==> config.mk <==
export PLATFORM = sky130hd
export DESIGN_NAME = legendre_poly_sequence
export DESIGN_NICKNAME = d
export VERILOG_FILES = /design/src/rtl/lps_pkg.sv /design/src/rtl/lps_mul.sv /design/src/rtl/lps_div.sv /design/src/rtl/legendre_poly_sequence.sv
export SDC_FILE = /design/constraint.sdc
export NUM_CORES = 2
export LEC_CHECK = 0
export BUFFER_PORTS_ARGS = -buffer_cell sky130_fd_sc_hd__buf_2
export CORE_UTILIZATION = 50
export CTS_BUF_LIST = sky130_fd_sc_hd__clkbuf_8
export DETAILED_ROUTE_END_ITERATION = 8
export GPL_TIMING_DRIVEN = 1
export HOLD_SLACK_MARGIN = 0.05
export PLACE_DENSITY = 0.75
export SYNTH_ARGS = -nofsm -noshare
export SYNTH_HDL_FRONTEND = slang
export SYNTH_HIERARCHICAL = 1
export SYNTH_SLANG_ARGS = --single-unit
==> constraint.sdc <==
create_clock -name clk -period 8.55 [get_ports clk]
set_input_delay 1.2825 -clock clk [delete_from_list [all_inputs] [get_ports clk]]
set_output_delay 1.2825 -clock clk [all_outputs]
set_load 0.02 [all_outputs]
==> src/rtl/lps_pkg.sv <==
// Shared widths and parameter defaults for the Legendre sequence generator.
package lps_pkg;

	localparam int ARG_W   = 18;
	localparam int VALUE_W = 32;
	localparam int CNT_W   = 6;
	localparam int DEG_W   = 5;

	localparam int MAX_TERMS_DEF       = 32;
	localparam int VALUE_FRAC_BITS_DEF = 24;
	localparam int ARG_FRAC_BITS_DEF   = 16;

endpackage

==> src/rtl/lps_mul.sv <==
// Shared signed multiplier with registered product.
module lps_mul #(
	parameter int A_W = lps_pkg::VALUE_W,
	parameter int B_W = lps_pkg::ARG_W
) (
	input  logic                       clk,
	input  logic signed [A_W-1:0]      a,
	input  logic signed [B_W-1:0]      b,
	output logic signed [A_W+B_W-1:0]  p_q
);
	import lps_pkg::*;

	always_ff @(posedge clk) begin
		p_q <= a * b;
	end

endmodule

==> src/rtl/lps_div.sv <==
// Restoring divider, one quotient bit per cycle, unsigned operands.
module lps_div #(
	parameter int DVD_W = 43,
	parameter int DVS_W = 6
) (
	input  logic             clk,
	input  logic             arst_n,
	input  logic             start,
	input  logic [DVD_W-1:0] dividend,
	input  logic [DVS_W-1:0] divisor,
	output logic             done,
	output logic [DVD_W-1:0] quotient
);
	import lps_pkg::*;

	localparam int CW = $clog2(DVD_W + 1);

	logic             busy_q;
	logic             done_q;
	logic [CW-1:0]    cnt_q;
	logic [DVS_W-1:0] rem_q;
	logic [DVS_W-1:0] dvs_q;
	logic [DVD_W-1:0] quo_q;
	logic [DVS_W:0]   rem_sh;
	logic             ge;

	assign rem_sh = {rem_q, quo_q[DVD_W-1]};
	assign ge     = rem_sh >= {1'b0, dvs_q};

	always_ff @(posedge clk or negedge arst_n) begin
		if (!arst_n) begin
			busy_q <= 1'b0;
			done_q <= 1'b0;
			cnt_q  <= '0;
		end else begin
			done_q <= 1'b0;
			if (start) begin
				busy_q <= 1'b1;
				cnt_q  <= CW'(DVD_W);
			end else if (busy_q) begin
				cnt_q <= cnt_q - 1'b1;
				if (cnt_q == CW'(1)) begin
					busy_q <= 1'b0;
					done_q <= 1'b1;
				end
			end
		end
	end

	// dividend shifts out at the top while quotient bits enter at the bottom
	always_ff @(posedge clk) begin
		if (start) begin
			rem_q <= '0;
			dvs_q <= divisor;
			quo_q <= dividend;
		end else if (busy_q) begin
			rem_q <= ge ? DVS_W'(rem_sh - {1'b0, dvs_q}) : DVS_W'(rem_sh);
			quo_q <= {quo_q[DVD_W-2:0], ge};
		end
	end

	assign done     = done_q;
	assign quotient = quo_q;

	a_no_restart: assert property (@(posedge clk) disable iff (!arst_n)
		start |-> !busy_q)
		else $error("divider started while busy");

endmodule

==> src/rtl/legendre_poly_sequence.sv <==
// Legendre P_0..P_{count-1} generator: sequencer around a shared multiplier and divider.
// P_0 is loaded when a word is accepted and P_1 replaces it at the edge it leaves.
// Each higher term takes three passes through the shared multiplier, a subtract step,
// then one restoring-divider step per dividend bit; in_stall is high for the whole run.
// Reset (arst_n low, asynchronous) returns the sequencer to idle and drops out_valid.
module legendre_poly_sequence #(
	parameter int MAX_TERMS       = lps_pkg::MAX_TERMS_DEF,
	parameter int VALUE_FRAC_BITS = lps_pkg::VALUE_FRAC_BITS_DEF,
	parameter int ARG_FRAC_BITS   = lps_pkg::ARG_FRAC_BITS_DEF
) (
	input  logic                               clk,
	input  logic                               arst_n,
	input  logic                               in_valid,
	output logic                               in_stall,
	input  logic signed [lps_pkg::ARG_W-1:0]   arg_x,
	input  logic        [lps_pkg::CNT_W-1:0]   term_count,
	output logic                               out_valid,
	input  logic                               out_stall,
	output logic signed [lps_pkg::VALUE_W-1:0] poly_value,
	output logic        [lps_pkg::DEG_W-1:0]   degree,
	output logic                               saturated,
	output logic                               last
);
	import lps_pkg::*;

	localparam int T_W     = ARG_W + VALUE_W - ARG_FRAC_BITS;
	localparam int MUL_A_W = (T_W > VALUE_W) ? T_W : VALUE_W;
	localparam int PROD_W  = MUL_A_W + ARG_W;
	localparam int LEFT_W  = T_W + 8;
	localparam int NW      = $clog2(MAX_TERMS + 1);
	localparam int DIFF_W  = ((LEFT_W > VALUE_W + NW) ? LEFT_W : VALUE_W + NW) + 1;
	localparam int UP      = (VALUE_FRAC_BITS >= ARG_FRAC_BITS) ?
		VALUE_FRAC_BITS - ARG_FRAC_BITS : 0;
	localparam int DN      = (VALUE_FRAC_BITS >= ARG_FRAC_BITS) ?
		0 : ARG_FRAC_BITS - VALUE_FRAC_BITS;
	localparam int P1_W    = ARG_W + UP;
	localparam int RES_A   = (DIFF_W + 1 > P1_W) ? DIFF_W + 1 : P1_W;
	localparam int RES_W   = (RES_A > VALUE_W + 1) ? RES_A : VALUE_W + 1;

	localparam logic [VALUE_W-1:0] ONE_VAL = VALUE_W'(64'd1 << VALUE_FRAC_BITS);

	localparam logic [2:0] ST_IDLE = 3'd0;
	localparam logic [2:0] ST_EMIT = 3'd1;
	localparam logic [2:0] ST_MUL1 = 3'd2;
	localparam logic [2:0] ST_MUL2 = 3'd3;
	localparam logic [2:0] ST_MUL3 = 3'd4;
	localparam logic [2:0] ST_SUB  = 3'd5;
	localparam logic [2:0] ST_DIV  = 3'd6;

	logic [2:0]                state_q;
	logic signed [ARG_W-1:0]   x_q;
	logic [NW-1:0]             count_q;
	logic [NW-1:0]             n_q;
	logic signed [VALUE_W-1:0] prev_q;
	logic signed [VALUE_W-1:0] pprev_q;
	logic signed [VALUE_W-1:0] val_q;
	logic                      sat_q;
	logic signed [LEFT_W-1:0]  left_q;
	logic                      neg_q;

	logic                      ovalid_q;
	logic signed [VALUE_W-1:0] opoly_q;
	logic [DEG_W-1:0]          odeg_q;
	logic                      osat_q;
	logic                      olast_q;

	logic signed [MUL_A_W-1:0] mul_a;
	logic signed [ARG_W-1:0]   mul_b;
	logic signed [PROD_W-1:0]  mul_p;

	logic                      div_start;
	logic [DIFF_W-1:0]         div_mag;
	logic                      div_done;
	logic [DIFF_W-1:0]         div_quo;

	logic [NW-1:0]             cnt_clamp;
	logic                      in_acc;
	logic                      out_free;
	logic                      is_last;
	logic signed [T_W-1:0]     t_val;
	logic signed [DIFF_W-1:0]  diff;
	logic signed [P1_W-1:0]    p1_w;
	logic signed [RES_W-1:0]   sat_in;
	logic signed [VALUE_W-1:0] sat_val;
	logic                      sat_ovf;

	assign in_acc    = in_valid && !in_stall;
	assign in_stall  = state_q != ST_IDLE;
	assign out_free  = !ovalid_q || !out_stall;
	assign is_last   = NW'(n_q + 1'b1) == count_q;
	assign cnt_clamp = (32'(term_count) > MAX_TERMS) ? NW'(MAX_TERMS) : NW'(term_count);

	// operand select for the shared multiplier
	always_comb begin
		mul_a = MUL_A_W'(prev_q);
		mul_b = x_q;
		case (state_q)
			ST_MUL2: begin
				mul_a = MUL_A_W'(t_val);
				mul_b = ARG_W'({n_q, 1'b0} - 1'b1);
			end
			ST_MUL3: begin
				mul_a = MUL_A_W'(pprev_q);
				mul_b = ARG_W'(n_q - 1'b1);
			end
			default: ;
		endcase
	end

	lps_mul #(
		.A_W (MUL_A_W),
		.B_W (ARG_W)
	) u_mul (
		.clk (clk),
		.a   (mul_a),
		.b   (mul_b),
		.p_q (mul_p)
	);

	// floor shift of x*P_{n-1} back to the value scale
	assign t_val = T_W'(mul_p >>> ARG_FRAC_BITS);
	assign diff  = DIFF_W'(PROD_W'(left_q) - mul_p);

	assign div_start = state_q == ST_SUB;
	assign div_mag   = diff[DIFF_W-1] ? DIFF_W'(-diff) : DIFF_W'(diff);

	lps_div #(
		.DVD_W (DIFF_W),
		.DVS_W (NW)
	) u_div (
		.clk      (clk),
		.arst_n   (arst_n),
		.start    (div_start),
		.dividend (div_mag),
		.divisor  (n_q),
		.done     (div_done),
		.quotient (div_quo)
	);

	assign p1_w = (P1_W'(x_q) <<< UP) >>> DN;

	// saturate either the rescaled argument or the signed quotient
	always_comb begin
		if (state_q == ST_EMIT)
			sat_in = RES_W'(p1_w);
		else if (neg_q)
			sat_in = -$signed(RES_W'(div_quo));
		else
			sat_in = $signed(RES_W'(div_quo));
		sat_ovf = !((&sat_in[RES_W-1:VALUE_W-1]) || !(|sat_in[RES_W-1:VALUE_W-1]));
		if (sat_ovf)
			sat_val = sat_in[RES_W-1] ? {1'b1, {(VALUE_W-1){1'b0}}}
				: {1'b0, {(VALUE_W-1){1'b1}}};
		else
			sat_val = VALUE_W'(sat_in);
	end

	always_ff @(posedge clk or negedge arst_n) begin
		if (!arst_n) begin
			state_q  <= ST_IDLE;
			ovalid_q <= 1'b0;
			count_q  <= '0;
			n_q      <= '0;
			sat_q    <= 1'b0;
		end else begin
			// in the emit step the valid flag is handled below
			if (ovalid_q && !out_stall && state_q != ST_EMIT)
				ovalid_q <= 1'b0;
			unique case (state_q)
				ST_IDLE: begin
					if (in_acc) begin
						count_q <= cnt_clamp;
						n_q     <= '0;
						sat_q   <= 1'b0;
						if (cnt_clamp != '0)
							state_q <= ST_EMIT;
					end
				end
				ST_EMIT: begin
					if (out_free) begin
						ovalid_q <= 1'b1;
						if (is_last) begin
							state_q <= ST_IDLE;
						end else begin
							n_q <= n_q + 1'b1;
							if (n_q == '0)
								sat_q <= sat_q | sat_ovf;
							else
								state_q <= ST_MUL1;
						end
					end
				end
				ST_MUL1: state_q <= ST_MUL2;
				ST_MUL2: state_q <= ST_MUL3;
				ST_MUL3: state_q <= ST_SUB;
				ST_SUB:  state_q <= ST_DIV;
				ST_DIV: begin
					if (div_done) begin
						sat_q   <= sat_q | sat_ovf;
						state_q <= ST_EMIT;
					end
				end
				default: state_q <= ST_IDLE;
			endcase
		end
	end

	// datapath registers
	always_ff @(posedge clk) begin
		if (state_q == ST_IDLE && in_acc) begin
			x_q   <= arg_x;
			val_q <= ONE_VAL;
		end
		if (state_q == ST_EMIT && out_free) begin
			opoly_q <= val_q;
			odeg_q  <= DEG_W'(n_q);
			osat_q  <= sat_q;
			olast_q <= is_last;
			pprev_q <= prev_q;
			prev_q  <= val_q;
			if (n_q == '0)
				val_q <= sat_val;
		end
		if (state_q == ST_MUL3)
			left_q <= LEFT_W'(mul_p);
		if (state_q == ST_SUB)
			neg_q <= diff[DIFF_W-1];
		if (state_q == ST_DIV && div_done)
			val_q <= sat_val;
	end

	assign out_valid  = ovalid_q;
	assign poly_value = opoly_q;
	assign degree     = odeg_q;
	assign saturated  = osat_q;
	assign last       = olast_q;

	a_div_in_div: assert property (@(posedge clk) disable iff (!arst_n)
		div_done |-> state_q == ST_DIV)
		else $error("divider finished outside the divide step");

	a_run_active: assert property (@(posedge clk) disable iff (!arst_n)
		(ovalid_q && !olast_q) |-> state_q != ST_IDLE)
		else $error("non-final word pending with sequencer idle");

	a_sat_sticky: assert property (@(posedge clk) disable iff (!arst_n)
		(ovalid_q && !out_stall && osat_q && !olast_q) |=> (!ovalid_q || osat_q))
		else $error("saturation flag dropped within a run");

endmodule
After elaboration in Yosys (flattened, before gate mapping)
Cells that the tools add are included.

cells by class
  reduce and logical (&&, ||, !) cells = 26
  equal/unequal tests = 16
  multiply operators = 1
  add/sub/neg operators = 8
  muxes and demuxes = 43
  order comparisons = 2
  bitwise operators = 1

operators with widths
  cell                   count
  $mux W32               6
  $mux W43               3
  $mux W44               2
  $pmux W34 S2           1
  $mul A34 B18 Y50       1
  $neg A43 Y44           1
  $neg A43 Y43           1
  $sub A42 B43 Y43       1
  $mux W6                7
  $pmux W18 S2           1
  $pmux W3 S7            1
  $mux W3                6
  $mux W1                14
  $reduce_and A13 Y1     1
  $reduce_or A13 Y1      1
  $pmux W6 S2            1
  $eq A3 B3 Y1 const B   3
  $ne A2 B2 Y1 const B   4
  $sub A7 B1 Y8 const B  1
  $ge A7 B6 Y1           1
  $sub A6 B1 Y7 const B  1
  $add A6 B1 Y6 const B  1
  $eq A3 B2 Y1 const B   2
  $eq A6 B1 Y1 const B   1
  other kinds (22)       35

word-level totals
  flip-flop bits (word level) = 294
  logic and storage cells = 118
  output and inout bits = 41

Longest topological paths before layout
  depth after elaboration = 12
  mapped depth = 35
  gate-level depth less buffers = 29

Modules after synthesis
The synthesis kept the hierarchy.

by module, submodules not included
  module                  area an instance (um^2)  seq. area each (um^2)  cells an instance  instances
  lps_mul                 22093.7                  1041.0                 2457               1
  legendre_poly_sequence  12468.2                  5029.8                 1353               1
  lps_div                 2947.8                   1791.7                 209                1

Least setup slack after synthesis
No wires, ideal clock.

  kind = reg-to-reg
  start point = register state_q[2]
  end point = register, netlist name u_mul/p_q[51]
  cell stages (with the launch flop) = 31
  period minus slack after synthesis = 8.839 ns
  library setup time = 0.123 ns
  required time = 8.427 ns
  arrival time = 8.716 ns
  path slack = -0.289 ns
  cells stage by stage = dfrtp_1 -> clkbuf_1 -> nor2b_1 -> nand2b_1 -> clkbuf_1 -> clkinv_1 -> clkbuf_1 -> a21oi_1 -> clkbuf_1 -> and2_1 -> fa_1 -> fa_1 -> ha_1 -> inv_1 -> fa_1 -> inv_1 -> fa_1 -> inv_1 -> fa_1 -> inv_1 -> ha_1 -> clkbuf_1 -> a21o_1 -> a21oi_1 -> o21bai_1 -> a211oi_1 -> o21ai_0 -> a2111oi_0 -> a211oi_1 -> nor3_1 -> xnor2_1

RTL lines
  element                 line                           source
  start, declared         legendre_poly_sequence.sv:50   logic [2:0] state_q;
  start signal, assigned  legendre_poly_sequence.sv:160  state_q <= ST_IDLE;
  start signal, assigned  legendre_poly_sequence.sv:176  state_q <= ST_EMIT;
  start signal, assigned  legendre_poly_sequence.sv:183  state_q <= ST_IDLE;

Final worst setup path
  start point = register state_q[2]
  end point = register u_mul.p_q[48]

between the ends
  word-level cells in the longest chain between the ends = 3
  elaborated cells on any way between the ends = 5
  those cells by class = 1 x mul; 2 x eq/ne; 2 x mux

RTL lines
  element                                              line                          source
  $eq A3 B3 Y1 / $eq A3 B2 Y1 (equally long branches)  legendre_poly_sequence.sv:97  case (state_q)
  $pmux W18 S2 (*)                                     legendre_poly_sequence.sv:97
  via mul_b[2]                                         legendre_poly_sequence.sv:68  logic signed [ARG_W-1:0] mul_b;
  $mul A34 B18 Y50 (*)                                 lps_mul.sv:14                 p_q <= a * b;
  end signal, assigned                                 lps_mul.sv:14
  end, declared                                        lps_mul.sv:9                  output logic signed [A_W+B_W-1:0] p_q

The timed path passes the listed nets; every way through them passes the cells marked *.
A chain may end at the register's enable or synchronous reset.

==> results.md <==
- Run status: finished, violations left
- Failing checks: DRC
- Largest net degree at the start of global routing: 77
- TritonCTS clock tree: built
- Syn Area/Cell: 9.34 um2
- Crit path max fanout: 25
- CTS Hold Bufs: 0
- Syn Std Cell Area: 37100 um2
- DRT iter0 DRCs: 2408
- Final Non-Filler Cells: 4975
- Final hold viol count: 0
- Layout area overhead: 6.84%
- CP Buf/Inv Count: 4
- Starting density of the core: 0.507
- # port buffers: 68
- Crit-path leading delay family: adder cells
- Synthesized instance count: 3971
- Die ar.: 75300 um2
- First-pass GRT wire length: 158000 um
- Routability Congestion: 0.968
- Setup Viol. Count Final: 0
- Vias: 28100
- Antenna-violating nets left: 0
- Worst path required time: 9.08 ns
- Vias/cell: 5.65
- Initial antenna violation count: 3
- Core Area: 73200 um2
- Placed Cells: 4879
- CTS max path bufs: 3
- Layout cells sized above 1: 0.0839
- H-tree depth: 2
- Net count of the finished layout: 4762
- Die height: 274 um
- Setup Skew: 0.0223 ns
- Least-Margin Pin Slew: 1.16 ns
- Pins over their slew limit: 0
- Synth Net Count: 4759
- Clock Sinks: 294
- # DRC: 14
- Fmax: 0.122 GHz
- Worst skew pair latency: 0.61 ns
- CP most frequent cell: fa_1
- Number of global-route vias before repair: 29000
- Slowest cell on crit path: nor2_2
- GRT Overall Usage: 0.268
- Worst Path Class, Setup: reg2reg
- CP startpoint kind: flip-flop
- Fin crit share: 0.962
- Setup crit end kind: flip-flop
- Crit path time final: 8.23 ns
- Dpl hpwl: 77800 um
- Hold Path Class: reg2reg
- Final wirelength: 97400 um
- WL per Instance: 19.6 um
- Root buffer cell: clkbuf_8
- Crit path DAT: 8.76 ns
- Worst stage delay on the critical path: 0.59 ns
- # IOs: 69
- Reg clk slew, reported paths: 0.06 ns
- Max_cap viols: 0
- Synth warn: 6
- Slew HR: 0.226
- Overflow after GRT: 0
- Num rows: 99
- Die width: 274 um
- DR pass1 iterations: 9
- TritonCTS Buffers: 50
-- worst register-to-register path, cell delays in order, from the launching register on --
cell,delay (ns)
dfrtp_1,0.50
nor2b_1,0.22
nand2b_1,0.14
inv_2,0.13
nor2_2,0.59
nand2_1,0.14
o221ai_2,0.26
buf_4,0.43
and2_1,0.21
fa_1,0.44
fa_1,0.52
inv_1,0.05
fa_1,0.45
fa_1,0.51
inv_1,0.06
fa_1,0.57
fa_1,0.42
ha_1,0.47
and3_1,0.26
or4b_4,0.53
a211oi_2,0.27
nor3_1,0.16
o31ai_2,0.35
nand3_1,0.15
o21ai_1,0.18
xor2_1,0.15
-- state kept, by name, indices dropped and copies added, names as in the netlist, 3 cells and up --
signal          cells
u_div/rem_q         6
left_q             42
u_mul/p_q          50
degree              5
u_div/quotient     43
state_q             3
poly_value         32
u_div/dvs_q         6
count_q             6
n_q                 6
pprev_q            32
val_q              32
u_div/cnt_q         6
x_q                18
-- per-layer routing --
metal / global-route usage / vias to the layer above / part of all wire
li1: - / 12700 / -
met1: 0.363 / 14000 / 0.41
met2: 0.429 / 1232 / 0.46
met3: 0.0474 / 188 / 0.087
met4: 0.0977 / 2 / 0.037
met5: 0 / - / 0.00012
-- stage by stage --
stage          utilization  setup slack [ns]  hold WS [ns]  area (um2)  TNS [ns]
6_report             0.541             0.324         0.426       39600         0
5_1_grt              0.541           -0.0184         0.431       39600   -0.0272
2_1_floorplan            -            0.0644         0.408       37100         0
3_5_place_dp         0.526             0.114         0.414       38500         0
4_1_cts              0.540            0.0488         0.421       39600         0
3_3_place_gp         0.526             0.226         0.411       38500         0
-- final cells by class --
class | count | area, um2
timing repair buffer | 147 | 971
clock buffer | 63 | 867
inverter | 727 | 2730
multi-input combinational | 2754 | 25800
tap | 959 | 1200
fill | 6512 | 33600
clock inverter | 30 | 181
antenna | 1 | 2.50
sequential | 294 | 7820
-- what timing repair did --
item | 4_1_cts | 5_1_grt
hold endpoints to repair | 0 | 0
gates resized for setup | 0 | 7
setup endpoints to repair | 0 | 14
buffers inserted | 0 | 1
-- cells in the final DEF, fill, tap and decap left out, types with 9 or more instances in the layout --
cell      instances
mux2_2           45
xnor2_1          94
and2_1          260
o31ai_1          29
o21ai_0         118
o21a_1           21
xor2_1           65
a221o_1          30
a211oi_1         24
nor3_1           42
buf_4            76
a31oi_1          17
ha_1            179
dfxtp_1          88
nand2_1         574
buf_2            68
inv_1           739
fa_1            581
clkbuf_8         63
edfxtp_1        181
mux2i_1          12
o21bai_1          9
dfrtp_1          25
nor4_1           11
and3_1           18
nand2b_1         36
a22oi_1          34
nor2_1          122
or3_1            18
nand4_1          19
a211o_1           9
a21o_1           44
nor2b_1          12
a21oi_1         106
nand3_1          44
or4_1             9
o211ai_1         19
-- final timing paths --
kind	startpoint	endpoint	slack, ns	depth (start not counted)
max in group asynchronous	arst_n	n_q[5]	7.50	1
min in group asynchronous	arst_n	out_valid	0.67	1
max reg2reg	state_q[2]	u_mul/p_q[48]	0.32	25
max	state_q[2]	u_mul/p_q[48]	0.32	25
min	val_q[30]	poly_value[30]	0.43	0
min reg2reg	val_q[30]	poly_value[30]	0.43	0
Power is left out: the tool's default activity adds up to more than one toggle a clock period on the data nets, which glitch-free logic cannot reach.
